## src/rtl/first_fit_allocator_assert.svh

```systemverilog
// Assertion macros for the first-fit allocator.
// Both expect clk_i in the scope of the module that uses them; FFA_ASSERT also expects rst_ni.
`ifndef FIRST_FIT_ALLOCATOR_ASSERT_SVH
`define FIRST_FIT_ALLOCATOR_ASSERT_SVH
`ifndef SYNTHESIS
// Check prop at every clock edge outside reset
`define FFA_ASSERT(name, prop) \
  name: assert property (@(posedge clk_i) disable iff (!rst_ni) prop) \
    else $error("first_fit_allocator: check failed");
// Check prop at every clock edge, reset included
`define FFA_ASSERT_ALWAYS(name, prop) \
  name: assert property (@(posedge clk_i) prop) \
    else $error("first_fit_allocator: check failed");
`else
`define FFA_ASSERT(name, prop)
`define FFA_ASSERT_ALWAYS(name, prop)
`endif
`endif

```

## src/rtl/ffa_pkg.sv

```systemverilog
`timescale 1ns / 1ps
`default_nettype none

package ffa_pkg;

  // Table geometry
  localparam int unsigned FREE_SLOTS = 16;
  localparam int unsigned ADDR_BITS  = 16;
  localparam int unsigned LEN_BITS   = ADDR_BITS + 1;

  // Stream widths, padded to whole bytes
  localparam int unsigned IN_DATA_W  = ((ADDR_BITS + LEN_BITS + 7) / 8) * 8;
  localparam int unsigned OUT_DATA_W = ((ADDR_BITS + 7) / 8) * 8;
  localparam int unsigned STATUS_W   = 2;

  // Region after reset
  localparam logic [ADDR_BITS-1:0] RESET_START  = '0;
  localparam logic [LEN_BITS-1:0]  RESET_LENGTH = LEN_BITS'(600);
  localparam logic [LEN_BITS-1:0]  ADDR_SPAN    = LEN_BITS'(1) << ADDR_BITS;

  // Configuration register indexes
  localparam logic REG_REGION_START  = 1'b0;
  localparam logic REG_REGION_LENGTH = 1'b1;

  typedef enum logic [STATUS_W-1:0] {
    STATUS_OK     = 2'd0,
    STATUS_NO_FIT = 2'd1,
    STATUS_FULL   = 2'd2
  } status_e;

  typedef enum logic {
    OP_ALLOC = 1'b0,
    OP_FREE  = 1'b1
  } op_e;

  // Update broadcast to every cell
  typedef enum logic [2:0] {
    CMD_HOLD,
    CMD_LOAD,
    CMD_SHRINK,
    CMD_REMOVE,
    CMD_JOIN_LOW,
    CMD_JOIN_HIGH,
    CMD_JOIN_BOTH,
    CMD_INSERT
  } cmd_e;

  typedef enum logic [1:0] {
    ST_INIT,
    ST_IDLE,
    ST_EVAL,
    ST_APPLY
  } state_e;

  typedef struct packed {
    logic                 valid;
    logic [ADDR_BITS-1:0] start;
    logic [LEN_BITS-1:0]  length;
  } extent_t;

  typedef struct packed {
    cmd_e                 cmd;
    logic                 eval;
    op_e                  op;
    logic [ADDR_BITS-1:0] base;
    logic [LEN_BITS-1:0]  size;
    logic [ADDR_BITS-1:0] load_start;
    logic [LEN_BITS-1:0]  load_length;
  } cell_ctrl_t;

  typedef struct packed {
    logic                 hit;
    logic                 remove;
    logic                 join_low;
    logic                 join_high;
    logic [ADDR_BITS-1:0] grant;
  } cell_status_t;

endpackage

`default_nettype wire

```

## src/rtl/ffa_cell.sv

```systemverilog
`timescale 1ns / 1ps
`default_nettype none

module ffa_cell import ffa_pkg::*; (
  input  logic         clk_i,
  input  logic         rst_ni,
  input  logic         first_i,
  input  cell_ctrl_t   ctrl_i,
  input  extent_t      left_i,
  input  extent_t      right_i,
  input  logic         before_i,
  input  logic         next_after_i,
  output logic         after_o,
  output extent_t      ext_o,
  output cell_status_t stat_o
);

  extent_t              ext_q, ext_d;
  logic                 flag_q, flag_d;
  logic                 len_eq_q, len_eq_d;
  logic                 end_eq_q, end_eq_d;
  logic                 start_eq_q, start_eq_d;
  logic                 sel, prev_sel;
  logic [LEN_BITS-1:0]  end_addr, free_end;

  // Compare this entry against the request
  always_comb begin
    end_addr = LEN_BITS'(ext_q.start) + ext_q.length;
    free_end = LEN_BITS'(ctrl_i.base) + ctrl_i.size;
    if (ctrl_i.op == OP_ALLOC) begin
      flag_d = ext_q.valid && (ext_q.length >= ctrl_i.size);
    end else begin
      flag_d = !(ext_q.valid && (ext_q.start < ctrl_i.base));
    end
    len_eq_d   = ext_q.length == ctrl_i.size;
    end_eq_d   = end_addr == LEN_BITS'(ctrl_i.base);
    start_eq_d = LEN_BITS'(ext_q.start) == free_end;
  end

  // Position in the row: selected cell, cells at or after it, cell just before it
  assign after_o  = before_i | flag_q;
  assign sel      = flag_q & ~before_i;
  assign prev_sel = ~after_o & next_after_i;

  always_comb begin
    stat_o.hit       = sel;
    stat_o.remove    = sel & len_eq_q;
    stat_o.join_low  = prev_sel & end_eq_q;
    stat_o.join_high = sel & ext_q.valid & start_eq_q;
    stat_o.grant     = sel ? ext_q.start : '0;
  end

  // Apply the broadcast update, pulling from a neighbor where the row shifts
  always_comb begin
    ext_d = ext_q;
    case (ctrl_i.cmd)
      CMD_LOAD: begin
        ext_d.valid  = first_i && (ctrl_i.load_length != '0);
        ext_d.start  = ctrl_i.load_start;
        ext_d.length = ctrl_i.load_length;
      end
      CMD_SHRINK: begin
        if (sel) begin
          ext_d.start  = ext_q.start + ctrl_i.size[ADDR_BITS-1:0];
          ext_d.length = ext_q.length - ctrl_i.size;
        end
      end
      CMD_REMOVE: begin
        if (after_o) ext_d = right_i;
      end
      CMD_JOIN_LOW: begin
        if (prev_sel) ext_d.length = ext_q.length + ctrl_i.size;
      end
      CMD_JOIN_HIGH: begin
        if (sel) begin
          ext_d.start  = ctrl_i.base;
          ext_d.length = ext_q.length + ctrl_i.size;
        end
      end
      CMD_JOIN_BOTH: begin
        if (prev_sel) begin
          ext_d.length = ext_q.length + ctrl_i.size + right_i.length;
        end else if (after_o) begin
          ext_d = right_i;
        end
      end
      CMD_INSERT: begin
        if (sel) begin
          ext_d.valid  = 1'b1;
          ext_d.start  = ctrl_i.base;
          ext_d.length = ctrl_i.size;
        end else if (after_o) begin
          ext_d = left_i;
        end
      end
      default: ;
    endcase
  end

  // Hold the compare results from the evaluation cycle
  always_ff @(posedge clk_i or negedge rst_ni) begin
    if (!rst_ni) begin
      flag_q     <= 1'b0;
      len_eq_q   <= 1'b0;
      end_eq_q   <= 1'b0;
      start_eq_q <= 1'b0;
    end else if (ctrl_i.eval) begin
      flag_q     <= flag_d;
      len_eq_q   <= len_eq_d;
      end_eq_q   <= end_eq_d;
      start_eq_q <= start_eq_d;
    end
  end

  // Entry storage
  always_ff @(posedge clk_i or negedge rst_ni) begin
    if (!rst_ni) begin
      ext_q.valid  <= 1'b0;
      ext_q.start  <= RESET_START;
      ext_q.length <= RESET_LENGTH;
    end else begin
      ext_q <= ext_d;
    end
  end

  assign ext_o = ext_q;

endmodule

`default_nettype wire

```

## config.mk

```make
export PLATFORM = sky130hd
export DESIGN_NAME = ffa_cell
export DESIGN_NICKNAME = d
export VERILOG_FILES = /design/src/rtl/first_fit_allocator_assert.svh /design/src/rtl/ffa_pkg.sv /design/src/rtl/ffa_cell.sv
export SDC_FILE = /design/constraint.sdc
export NUM_CORES = 1
export LEC_CHECK = 0
export BUFFER_PORTS_ARGS = -buffer_cell sky130_fd_sc_hd__clkbuf_2
export CORE_MARGIN = 2
export CORE_UTILIZATION = 40
export DETAILED_ROUTE_END_ITERATION = 7
export GPL_TIMING_DRIVEN = 0
export HOLD_SLACK_MARGIN = 0.15
export SETUP_SLACK_MARGIN = 0.02
export SLEW_MARGIN = 20
export SYNTH_ARGS = -nofsm -noshare
export SYNTH_HDL_FRONTEND = slang
export SYNTH_SLANG_ARGS = --single-unit
export TNS_END_PERCENT = 5
```

## constraint.sdc

```tcl
create_clock -name clk_i -period 4.7 [get_ports clk_i]
set_input_delay 0.235 -clock clk_i [delete_from_list [all_inputs] [get_ports clk_i]]
set_output_delay 0.235 -clock clk_i [all_outputs]
set_load 0.03 [all_outputs]
```

==> impl_metrics.ini <==
[pwr]
seq_power_share_pct = 13.0
peakVddDrop_v = 0.000244
comb_power_share_pct = 78.9
clockPowerShare_pct = 8.1
p_sw_mw = 3.05
swShare_pct = 56.2
power_leakage_nw = 4.64
power-per-cell-area_nw_per_um2 = 537
internal_power_mw = 2.38

[final_layout]
fin_util_pct = 48.0
fill_cells = 2198
diodes = 0
synthToLayoutAreaGrowth_pct = 17.5
instances_no_fill = 1681
mostFrequentLayoutCells = clkbuf_2, nand2_1, a21oi_1
nets = 1666
drive_gt1_share_pct = 17.0
layout_commonest_cell = clkbuf_2

[grt]
grt_pass1_vias = 9248
grt_max_degree = 39
track_usage_pct = 33.0
grt.overflow.total = 0
grt_pass1_wl_mm = 56.1
antenna_found_initial = 0

[die]
num_io_pins = 199
dieWidth_um = 151
die_y_um = 151
coreArea_um2 = 21000
die_area_um2 = 22700
std_cell_rows = 53
initial_core_util_pct = 40.8

[cts]
root_buffer = clkbuf_16
clock_sinks = 38
cts_max_level = 2
cts_buffer_depth = 2
post_cts.repair.setup_buffers = 0
cts_buffers = 5
insertion_delay_ns = 0.32
cts_resized = 0
cts_tree = yes
clk_pin_slew_worst_paths_ns = 0.09

[placement]
place_inst = 1673
dpl.hpwl_mm = 30.2
routabilityCongestion = 0.974
io_buffers = 197

[synth]
ys_warn_count = 0
yosysSeqAreaShare_pct = 11.1
syn_area_per_cell_um2 = 7.15
synth_nets = 1462
postSynthCellCount = 1201
ys_ff_latch = 38
synth_edf_count = 0
synth_area_um2 = 8590
async_reset_ff_share_pct = 100
synthFlopType = dfrtp_1
synth_cell_types = 81

[routing]
drc = 0
vias = 10300
wirelength_mm = 38.1
avgViaCountPerCell = 6.15
ant_nets = 0
dr.pass1.iters = 6
routedWlPerCell_um = 22.6
drt_iter0_markers = 986

[timing]
whs_ns = 0.213
fin_crit_ns = 4.45
skew_ns = 0.0121
setup_tns_ns = 0
slew_violations = 0
max_freq_ghz = 0.225
rsz0062_at_grt = no
hold_violations = 0
post-route-period-util_pct = 94.7
setup_violations = 0
relSlewSlack_pct = 22.0
tightestPinTransition_ns = 1.16

[worst_setup_path]
path_max_fanout = 7
worstPathRequired_ns = 4.87
critPathKind = flop to flop
start_kind = flop
arrival_ns = 4.62
worstSetupEndpointType = flop

[hold_path]
hp-class = input pin to flop

[status]
status = finished, final reports clean

[flow_run]
maxCapViolations = 0
registers in the layout, indices dropped and copies added, names as in the netlist:
name and count:
start_eq_q 1, len_eq_q 1, flag_q 1, ext_o 34
end_eq_q 1
kinds of logic after synthesis:
kind of cell / Yosys count / share of synthesized area [%]
flip-flops: 38 / 11.1
AND/OR/NAND/NOR: 391 / 21.8
multiplexers: 30 / 3.69
AO/OA/AOI/OAI: 412 / 31.2
XOR/XNOR: 91 / 9.28
buffers and inverters: 122 / 5.39
adder cells (fa/ha/maj): 117 / 17.6
per-stage QoR:
| step | setup slack, ns | power [mW] | instance area, um2 |
|---|---|---|---|
| after global placement | 0.353 | 4.86 | 9920 |
| after CTS | 0.335 | 5.34 | 10100 |
| after floorplan | 0.972 | 3.76 | 8590 |
| final | 0.249 | 5.42 | 10100 |
| after global routing | 0.0593 | 5.85 | 10100 |
| after detailed placement | 0.372 | 4.88 | 9920 |
cell usage after synthesis, types with 5 or more instances:
master	instances	area [um2]
a22oi_1	7	52.6
a222oi_1	5	50.1
o31ai_1	6	45.0
and3_1	5	31.3
o221ai_1	9	78.8
nand2b_1	19	119
nor2b_1	17	106
a2111oi_0	5	43.8
inv_1	71	267
o21bai_1	10	75.1
o22ai_1	21	131
or2_2	8	50.1
a31oi_1	13	81.3
nand4_1	13	81.3
o21a_1	15	113
a211oi_1	14	105
fa_1	6	120
o21ai_0	88	440
nor2_1	91	342
a21o_1	14	105
nand2_1	127	477
a21oi_1	120	601
o2111ai_1	6	52.6
mux2i_1	26	260
buf_1	7	26.3
or3_1	8	50.1
o211ai_1	18	135
dfrtp_1	34	851
nand3_1	25	125
nor4_1	7	43.8
xor2_1	28	245
nor3_1	31	155
ha_1	111	1390
xnor2_1	63	552
and2_1	20	125
clkbuf_1	39	146
what timing repair did:
item	4_1_cts	5_1_grt
endpoints found under the setup margin	0	2
hold buffers	1	0
endpoints found under the hold margin	34	0
layout make-up:
| class | instances | area, um2 | share of cell area, % |
|---|---|---|---|
| multi-input combinational | 1041 | 7170 | 71.0 |
| timing repair buffer | 198 | 998 | 9.89 |
| sequential | 38 | 956 | 9.47 |
| tap | 275 | 344 | 3.41 |
| inverter | 74 | 278 | 2.75 |
| buffer | 47 | 181 | 1.80 |
| clock buffer | 8 | 166 | 1.65 |
path summary, 6_finish.rpt:
path	to	slack, ns	from	depth (start not counted)
max in group asynchronous	ext_o[31]	3.69	rst_ni	2
min	ext_o[29]	0.21	ctrl_i[29]	3
max reg2reg	ext_o[16]	0.25	ext_o[5]	15
max	ext_o[16]	0.25	ext_o[5]	15
min reg2reg	start_eq_q	0.51	start_eq_q	2
min in group asynchronous	ext_o[0]	0.53	rst_ni	2
critical path, cell delays in order (launching register included):
cell and delay [ns]:
dfrtp_1 0.53, ha_1 0.49, or3b_2 0.49, a31o_2 0.31, a31oi_1 0.17, o21ai_0 0.12
xnor2_1 0.25, ha_1 0.28, clkbuf_1 0.18, and3_1 0.20, o211ai_1 0.16, nand3_1 0.18
a31oi_1 0.35, o21ai_0 0.27, xnor2_1 0.22, o22ai_1 0.09
power groups by stage:
stage / registers (mW) / clock network, mW / logic, mW
floorplan: 0.780 / 0 / 2.98
global placement: 0.707 / 0 / 4.15
detailed placement: 0.706 / 0 / 4.17
CTS: 0.700 / 0.434 / 4.20
global route: 0.717 / 0.438 / 4.69
finish: 0.705 / 0.437 / 4.28
layer usage:
layer	wire [um]	vias up	global-route usage, %
met3	3710	63	3.85
met2	16300	589	49.9
met1	17200	4874	49.3
met4	912	0	9.10
li1	-	4815	-
met5	0	-	0
Note: power is estimated with default switching activity, not from simulation.
